## config.mk

```make
export PLATFORM = sky130hd
export DESIGN_NAME = mie_exec
export DESIGN_NICKNAME = d
export VERILOG_FILES = /design/src/sv/mips_instruction_execute_core_defines.svh /design/src/sv/mie_pkg.sv /design/src/sv/mie_exec.sv
export SDC_FILE = /design/constraint.sdc
export NUM_CORES = 2
export LEC_CHECK = 0
export BUFFER_PORTS_ARGS = -buffer_cell sky130_fd_sc_hd__buf_4
export CORE_ASPECT_RATIO = 0.8
export CORE_MARGIN = 2
export CORE_UTILIZATION = 55
export DETAILED_ROUTE_END_ITERATION = 10
export PLACE_DENSITY = 0.69
export SYNTH_ARGS = -nofsm -noshare
export SYNTH_HDL_FRONTEND = slang
export SYNTH_SLANG_ARGS = --single-unit
```

## constraint.sdc

```tcl
create_clock -name vclk -period 13.09
set_input_delay 1.309 -clock vclk [all_inputs]
set_output_delay 1.309 -clock vclk [all_outputs]
set_load 0.02 [all_outputs]
```

## src/sv/mips_instruction_execute_core_defines.svh

```systemverilog
// Assertion macros shared by the execute core RTL.
// No dependencies; included by files that carry assertions.
`ifndef MIPS_INSTRUCTION_EXECUTE_CORE_DEFINES_SVH
`define MIPS_INSTRUCTION_EXECUTE_CORE_DEFINES_SVH
`ifndef ASSERT_OFF
`define ASSERT_ALWAYS(lbl, clk, rst, cond, msg) \
  lbl: assert property (@(posedge clk) disable iff (rst) (cond)) else $error(msg);
`define ASSERT_IMPL(lbl, clk, rst, ante, cons, msg) \
  lbl: assert property (@(posedge clk) disable iff (rst) (ante) |-> (cons)) else $error(msg);
`else
`define ASSERT_ALWAYS(lbl, clk, rst, cond, msg)
`define ASSERT_IMPL(lbl, clk, rst, ante, cons, msg)
`endif
`endif

```

## src/sv/mie_pkg.sv

```systemverilog
// Shared types and encodings for the MIPS32 execute core.
// No dependencies.
`timescale 1ns / 1ps
package mie_pkg;
  localparam logic [5:0] OP_SPECIAL = 6'h00;
  localparam logic [5:0] OP_J     = 6'h02;
  localparam logic [5:0] OP_JAL   = 6'h03;
  localparam logic [5:0] OP_BEQ   = 6'h04;
  localparam logic [5:0] OP_BNE   = 6'h05;
  localparam logic [5:0] OP_ADDIU = 6'h09;
  localparam logic [5:0] OP_SLTI  = 6'h0a;
  localparam logic [5:0] OP_SLTIU = 6'h0b;
  localparam logic [5:0] OP_ANDI  = 6'h0c;
  localparam logic [5:0] OP_ORI   = 6'h0d;
  localparam logic [5:0] OP_XORI  = 6'h0e;
  localparam logic [5:0] OP_LUI   = 6'h0f;
  localparam logic [5:0] OP_LB    = 6'h20;
  localparam logic [5:0] OP_LH    = 6'h21;
  localparam logic [5:0] OP_LW    = 6'h23;
  localparam logic [5:0] OP_LBU   = 6'h24;
  localparam logic [5:0] OP_LHU   = 6'h25;
  localparam logic [5:0] OP_SB    = 6'h28;
  localparam logic [5:0] OP_SH    = 6'h29;
  localparam logic [5:0] OP_SW    = 6'h2b;

  localparam logic [5:0] FN_SLL     = 6'h00;
  localparam logic [5:0] FN_SRL     = 6'h02;
  localparam logic [5:0] FN_SRA     = 6'h03;
  localparam logic [5:0] FN_JR      = 6'h08;
  localparam logic [5:0] FN_JALR    = 6'h09;
  localparam logic [5:0] FN_SYSCALL = 6'h0c;
  localparam logic [5:0] FN_MFHI    = 6'h10;
  localparam logic [5:0] FN_MFLO    = 6'h12;
  localparam logic [5:0] FN_MULT    = 6'h18;
  localparam logic [5:0] FN_MULTU   = 6'h19;
  localparam logic [5:0] FN_ADDU    = 6'h21;
  localparam logic [5:0] FN_SUBU    = 6'h23;
  localparam logic [5:0] FN_AND     = 6'h24;
  localparam logic [5:0] FN_OR      = 6'h25;
  localparam logic [5:0] FN_XOR     = 6'h26;
  localparam logic [5:0] FN_NOR     = 6'h27;
  localparam logic [5:0] FN_SLT     = 6'h2a;
  localparam logic [5:0] FN_SLTU    = 6'h2b;

  localparam logic [1:0] ST_OK      = 2'd0;
  localparam logic [1:0] ST_SYSCALL = 2'd1;
  localparam logic [1:0] ST_ILLEGAL = 2'd2;
  localparam logic [1:0] ST_BADMEM  = 2'd3;

  localparam logic [4:0] LINK_REG = 5'd31;
  localparam logic [31:0] PC_REGION = 32'hf000_0000;

  typedef enum logic [1:0] {SZ_NONE, SZ_BYTE, SZ_HALF, SZ_WORD} msize_t;

  typedef struct packed {
    logic        wr;
    logic [4:0]  widx;
    logic [31:0] wval;
    logic [31:0] npc;
    logic [1:0]  status;
    logic        hilo_we;
    logic [31:0] hi;
    logic [31:0] lo;
    logic        ld;
    logic        st;
    logic        ld_sx;
    msize_t      msize;
    logic [31:0] addr;
  } exec_t;
endpackage

```

## src/sv/mie_exec.sv

```systemverilog
// Combinational execute: decode, ALU, multiply, branch and address checks.
// Depends on mie_pkg.
`timescale 1ns / 1ps
module mie_exec import mie_pkg::*; #(
  parameter int MEM_BYTES = 65536
) (
  input  logic [31:0] instr,
  input  logic [31:0] a,
  input  logic [31:0] b,
  input  logic [31:0] pc,
  input  logic [31:0] hi,
  input  logic [31:0] lo,
  output exec_t       ex
);
  localparam logic [32:0] MEM_LIM = 33'(MEM_BYTES);

  logic [5:0]  op;
  logic [5:0]  fn;
  logic [4:0]  rt;
  logic [4:0]  rd;
  logic [4:0]  sh;
  logic [31:0] imm;
  logic [31:0] simm;
  logic [31:0] pc4;
  logic [31:0] addr;
  logic        mult_sx;
  logic signed [65:0] prod;
  logic [32:0] mend;
  logic        aok;
  exec_t       e;

  assign op   = instr[31:26];
  assign fn   = instr[5:0];
  assign rt   = instr[20:16];
  assign rd   = instr[15:11];
  assign sh   = instr[10:6];
  assign imm  = {16'h0, instr[15:0]};
  assign simm = {{16{instr[15]}}, instr[15:0]};
  assign pc4  = pc + 32'd4;
  assign addr = a + simm;
  assign mult_sx = (fn == FN_MULT);
  assign prod = $signed({mult_sx & a[31], a}) * $signed({mult_sx & b[31], b});

  always_comb begin
    e = '0;
    e.npc = pc4;
    e.status = ST_OK;
    e.msize = SZ_NONE;
    e.addr = addr;
    e.hi = prod[63:32];
    e.lo = prod[31:0];
    case (op)
      OP_SPECIAL: begin
        case (fn)
          FN_SLL: begin e.wr = 1'b1; e.widx = rd; e.wval = b << sh; end
          FN_SRL: begin e.wr = 1'b1; e.widx = rd; e.wval = b >> sh; end
          FN_SRA: begin e.wr = 1'b1; e.widx = rd; e.wval = 32'($signed(b) >>> sh); end
          FN_JR: e.npc = a;
          FN_JALR: begin e.wr = 1'b1; e.widx = rd; e.wval = pc4; e.npc = a; end
          FN_SYSCALL: e.status = ST_SYSCALL;
          FN_MFHI: begin e.wr = 1'b1; e.widx = rd; e.wval = hi; end
          FN_MFLO: begin e.wr = 1'b1; e.widx = rd; e.wval = lo; end
          FN_MULT, FN_MULTU: e.hilo_we = 1'b1;
          FN_ADDU: begin e.wr = 1'b1; e.widx = rd; e.wval = a + b; end
          FN_SUBU: begin e.wr = 1'b1; e.widx = rd; e.wval = a - b; end
          FN_AND: begin e.wr = 1'b1; e.widx = rd; e.wval = a & b; end
          FN_OR: begin e.wr = 1'b1; e.widx = rd; e.wval = a | b; end
          FN_XOR: begin e.wr = 1'b1; e.widx = rd; e.wval = a ^ b; end
          FN_NOR: begin e.wr = 1'b1; e.widx = rd; e.wval = ~(a | b); end
          FN_SLT: begin
            e.wr = 1'b1; e.widx = rd; e.wval = {31'h0, $signed(a) < $signed(b)};
          end
          FN_SLTU: begin e.wr = 1'b1; e.widx = rd; e.wval = {31'h0, a < b}; end
          default: e.status = ST_ILLEGAL;
        endcase
      end
      OP_J: e.npc = (pc4 & PC_REGION) | {4'h0, instr[25:0], 2'b00};
      OP_JAL: begin
        e.wr = 1'b1; e.widx = LINK_REG; e.wval = pc4;
        e.npc = (pc4 & PC_REGION) | {4'h0, instr[25:0], 2'b00};
      end
      OP_BEQ: if (a == b) e.npc = pc4 + {simm[29:0], 2'b00};
      OP_BNE: if (a != b) e.npc = pc4 + {simm[29:0], 2'b00};
      OP_ADDIU: begin e.wr = 1'b1; e.widx = rt; e.wval = a + simm; end
      OP_SLTI: begin
        e.wr = 1'b1; e.widx = rt; e.wval = {31'h0, $signed(a) < $signed(simm)};
      end
      OP_SLTIU: begin e.wr = 1'b1; e.widx = rt; e.wval = {31'h0, a < simm}; end
      OP_ANDI: begin e.wr = 1'b1; e.widx = rt; e.wval = a & imm; end
      OP_ORI: begin e.wr = 1'b1; e.widx = rt; e.wval = a | imm; end
      OP_XORI: begin e.wr = 1'b1; e.widx = rt; e.wval = a ^ imm; end
      OP_LUI: begin e.wr = 1'b1; e.widx = rt; e.wval = {instr[15:0], 16'h0}; end
      OP_LB: begin e.ld = 1'b1; e.ld_sx = 1'b1; e.msize = SZ_BYTE; end
      OP_LBU: begin e.ld = 1'b1; e.msize = SZ_BYTE; end
      OP_LH: begin e.ld = 1'b1; e.ld_sx = 1'b1; e.msize = SZ_HALF; end
      OP_LHU: begin e.ld = 1'b1; e.msize = SZ_HALF; end
      OP_LW: begin e.ld = 1'b1; e.msize = SZ_WORD; end
      OP_SB: begin e.st = 1'b1; e.msize = SZ_BYTE; end
      OP_SH: begin e.st = 1'b1; e.msize = SZ_HALF; end
      OP_SW: begin e.st = 1'b1; e.msize = SZ_WORD; end
      default: e.status = ST_ILLEGAL;
    endcase
  end

  always_comb begin
    case (e.msize)
      SZ_BYTE: mend = {1'b0, addr} + 33'd1;
      SZ_HALF: mend = {1'b0, addr} + 33'd2;
      default: mend = {1'b0, addr} + 33'd4;
    endcase
    case (e.msize)
      SZ_HALF: aok = !addr[0];
      SZ_WORD: aok = (addr[1:0] == 2'b00);
      default: aok = 1'b1;
    endcase
    aok = aok && (addr != 32'h0) && (mend <= MEM_LIM);
  end

  always_comb begin
    ex = e;
    if ((e.ld || e.st) && !aok) begin
      ex.status = ST_BADMEM;
      ex.ld = 1'b0;
      ex.st = 1'b0;
    end
    if (ex.status == ST_ILLEGAL || ex.status == ST_BADMEM) begin
      ex.wr = 1'b0;
      ex.npc = pc;
    end
    if (ex.widx == 5'd0) ex.wr = 1'b0;
    if (!ex.wr) begin
      ex.widx = 5'd0;
      ex.wval = 32'h0;
    end
  end
endmodule

```

# After elaboration in Yosys (flattened, before gate mapping)
# Index checks and enable logic that the tools add are counted.
# totals
reg_bits	0
in_bits	192
word_cells	115
output_inout_bits	174
# classes
n_eq_ne	43
shifts	3
mux	22
add_sub_neg	8
n_lt_le_gt_ge	5
multipliers	1
reduce_logical	23
bitwise	10
# op_table
op	n
$pmux 38 s14	1
$pmux 38 s9	1
$mux 32	4
$pmux 32 s4	1
$add 32x32->32	3
$eq 6x6->1 const B	16
$lt 32x32->1	3
$pmux 33 s2	1
$mul 33x33->64	1
$eq 6x4->1 const B	10
$mux 37	1
$add 32x1->33 const B	1
$add 32x2->33 const B	1
$add 32x3->33 const B	1
$le 33x17->1 const B	1
$add 32x3->32 const B	1
$and 32x16->32	1
$and 32x32->32	1
$eq 32x32->1	1
$lt 32x16->1	1
$ne 32x32->1	1
$not 32->32	1
$or 32x16->32	1
$or 32x28->32	1
other kinds (30)	60

# Longest topological paths before layout
# logic_depth
word_depth	15
mapped_depth	37
mapped_depth_nobuf	35

# Worst setup path after synthesis
# No wires, ideal clock.
# synth_path
kind	input -> output
startpoint	in instr[0]
endpoint	out ex[98] (netlist name)
t_required_ps	11781
arrival_ps	10503
path_buffers	5
cell_stages	33
path_slack_ps	1278
cell_sequence	clkbuf_1 buf_1 clkbuf_1 clkbuf_1 nor4_1 clkbuf_1 nand2_1 inv_1 fa_1 fa_1 fa_1 inv_1 fa_1 inv_1 fa_1 fa_1 inv_1 fa_1 fa_1 inv_1 ha_1 inv_1 o21bai_1 a21o_1 a21o_1 a21o_1 a21o_1 a21o_1 nor3_1 a21oi_1 a211o_1 a21oi_1 xnor2_1
# synth_lines
item	line	text
start, declared	mie_exec.sv:7	input logic [31:0] instr,
end, declared	mie_exec.sv:13	output exec_t ex

==> results.sh <==
export IMPL_status="finished with violations"
export IMPL_violations="DRC"
export IMPL_maxSlewViolCount=0
export IMPL_crit_start="instr[3]"
export IMPL_syn_avg_cell_area_um2=7.90
export IMPL_critical_path_arrival_ns=11.31
export IMPL_cp_data_required_time_ns=11.78
export IMPL_drive_gt1_share_pct=8.93
export IMPL_synth_top_cell_area_share_pct=40.5
export IMPL_antenna_found_initial=27
export IMPL_synth_area_leader_cell="fa_1"
export IMPL_worstHoldStart="pc[18]"
export IMPL_synth_most_common_cell="inv_1"
export IMPL_start_util_pct=55.5
export IMPL_endpoint_kind="output port"
export IMPL_die_y_um=289
export IMPL_hold_violations=0
export IMPL_max_slew_worst_pin_slew_ns=1.47
export IMPL_setup_violations_final=0
export IMPL_hold_end="ex[122]"
export IMPL_path_class="in2out"
export IMPL_die_w_um=360
export IMPL_io_pins=366
export IMPL_place_ws_ns=0.512
export IMPL_critPathMaxFanout=30
export IMPL_period_needed_ns=12.62
export IMPL_tns_ns=0
export IMPL_synthTopCellsByArea="fa_1, ha_1, inv_1, nand2_1, nor2_1"
export IMPL_grt_pass1_vias=56100
export IMPL_dieArea_mm2=0.104
export IMPL_synth_commonest_cells="inv_1, fa_1, nand2_1, nor2_1, ha_1"
export IMPL_grt_max_degree=58
export IMPL_drv_cap=0
export IMPL_clkbuf_count=0
export IMPL_dp_hpwl_um=206000
export IMPL_hold_slack_ns=2.97
export IMPL_drc_errors=19
export IMPL_finalWirelength_um=260000
export IMPL_syn_num_nets=8823
export IMPL_firstDrtPassIters=11
export IMPL_core_area_mm2=0.101
export IMPL_fin_ws_ns=0.467
export IMPL_place_gp_congestion=1.09
export IMPL_yosysWarnings=0
export IMPL_netlist_cell_type_count=112
export IMPL_cpMaxStageDelayCell="fa_1"
export IMPL_synth_area_mm2=0.0559
export IMPL_period_share_pct=96.4
export IMPL_seq_area_um2=0
export IMPL_slowest_delay_ns=0.74
export IMPL_grt_pass1_wl_um=376000
export IMPL_port_buffer_count=366
export IMPL_gr_total_overflow=0
export IMPL_seq_area_frac_synth_pct=0
export IMPL_drtAntennaViolNets=0
export IMPL_fmax_mhz=79.2
export IMPL_rows=104
export IMPL_drt_iter0_markers=8396
export IMPL_maxSlewHeadroom_pct=1.46
export IMPL_syn_inst=7077
export IMPL_wl_per_cell_um=30.6
export IMPL_num_vias=56400
export IMPL_grt_use_total_pct=49.4
export IMPL_cpMostUsedCell="fa_1"
export IMPL_hold_path_class="in2out"
export IMPL_startpoint_type="input pin"
export IMPL_seq_cell_count=0
export IMPL_whs_path_depth=4
export IMPL_nets=8895
export IMPL_viasPerCell=6.64
export IMPL_area_delta_synth_final_pct=7.07
[critical path, delay by kind of cell]
family                     cells  cell delay [ns]
adders and majority gates      9             4.77
xor gates and xnor gates       1             0.14
buffers and inverters         13             2.24
AOI/OAI and AO/OA              9             1.69
and+or+nand+nor                5             1.07
[timing repair]
item / 4_1_cts / 5_1_grt
hold buffers: 0 / 0
gates resized for setup: 0 / 1
endpoints found under the setup margin: 0 / 3
setup buffers: 0 / 7
[kinds of logic (layout without fill, tap and decap cells)]
group	count (synthesis)	count (layout)	share of synthesized area, %
simple gates	2212	2212	17.2
buf+inv	1768	1838	12.0
fa+ha+maj	1554	1554	50.0
compound gates	1257	1257	15.5
xor+xnor	153	153	2.40
mux	133	133	2.88
other cells	0	23	0
[metrics by stage]
stage	utilization [%]	cell area (um2)	std cells
2_1_floorplan	-	55900	7077
3_3_place_gp	59.3	59700	8465
3_5_place_dp	59.3	59700	8465
4_1_cts	59.3	59700	8465
5_1_grt	59.4	59800	8480
6_report	59.4	59800	8495
[per-layer routing]
metal | global-route usage [%] | vias to the layer above | share of wire (%) | wire [um]
met4 | 28.9 | 8 | 7.3 | 19000
met5 | 0.401 | - | 0.048 | 124
met2 | 69.2 | 4608 | 40 | 104000
li1 | - | 23000 | - | -
met3 | 20.4 | 1068 | 16 | 41700
met1 | 64.0 | 27700 | 37 | 95000
[final cells by class]
| type | count | area (um2) |
|---|---|---|
| Multi-Input combinational cell | 5309 | 49300 |
| Timing Repair Buffer | 516 | 3870 |
| Inverter | 1322 | 4970 |
| Fill cell | 9265 | 40900 |
| Antenna cell | 23 | 57.6 |
| Tap cell | 1325 | 1660 |
[how the worst max path moves through the flow]
stage	endpoint	slack, ns	cells after the start
after floorplan	ex[98]	1.28	33
after global placement	ex[95]	0.72	35
after detailed placement	ex[99]	0.51	35
after CTS	ex[99]	0.49	35
after global routing	ex[98]	-0.01	37
final	ex[98]	0.47	37
[placed cells by master (no fill, tap or decap), types with 27 or more instances in the layout]
cell type / instances
a211oi_1: 59
a21o_1: 72
a21oi_1: 272
a221oi_1: 43
a222oi_1: 58
a31oi_1: 48
and2_1: 38
and3_1: 51
buf_4: 516
fa_1: 1129
ha_1: 425
inv_1: 1293
mux2i_1: 98
nand2_1: 968
nand2b_1: 33
nand3_1: 90
nand4_1: 59
nor2_1: 690
nor2b_1: 27
nor3_1: 102
nor4_1: 42
o211ai_1: 52
o21ai_0: 266
o21bai_1: 36
o22ai_1: 43
xnor2_1: 107
xor2_1: 44
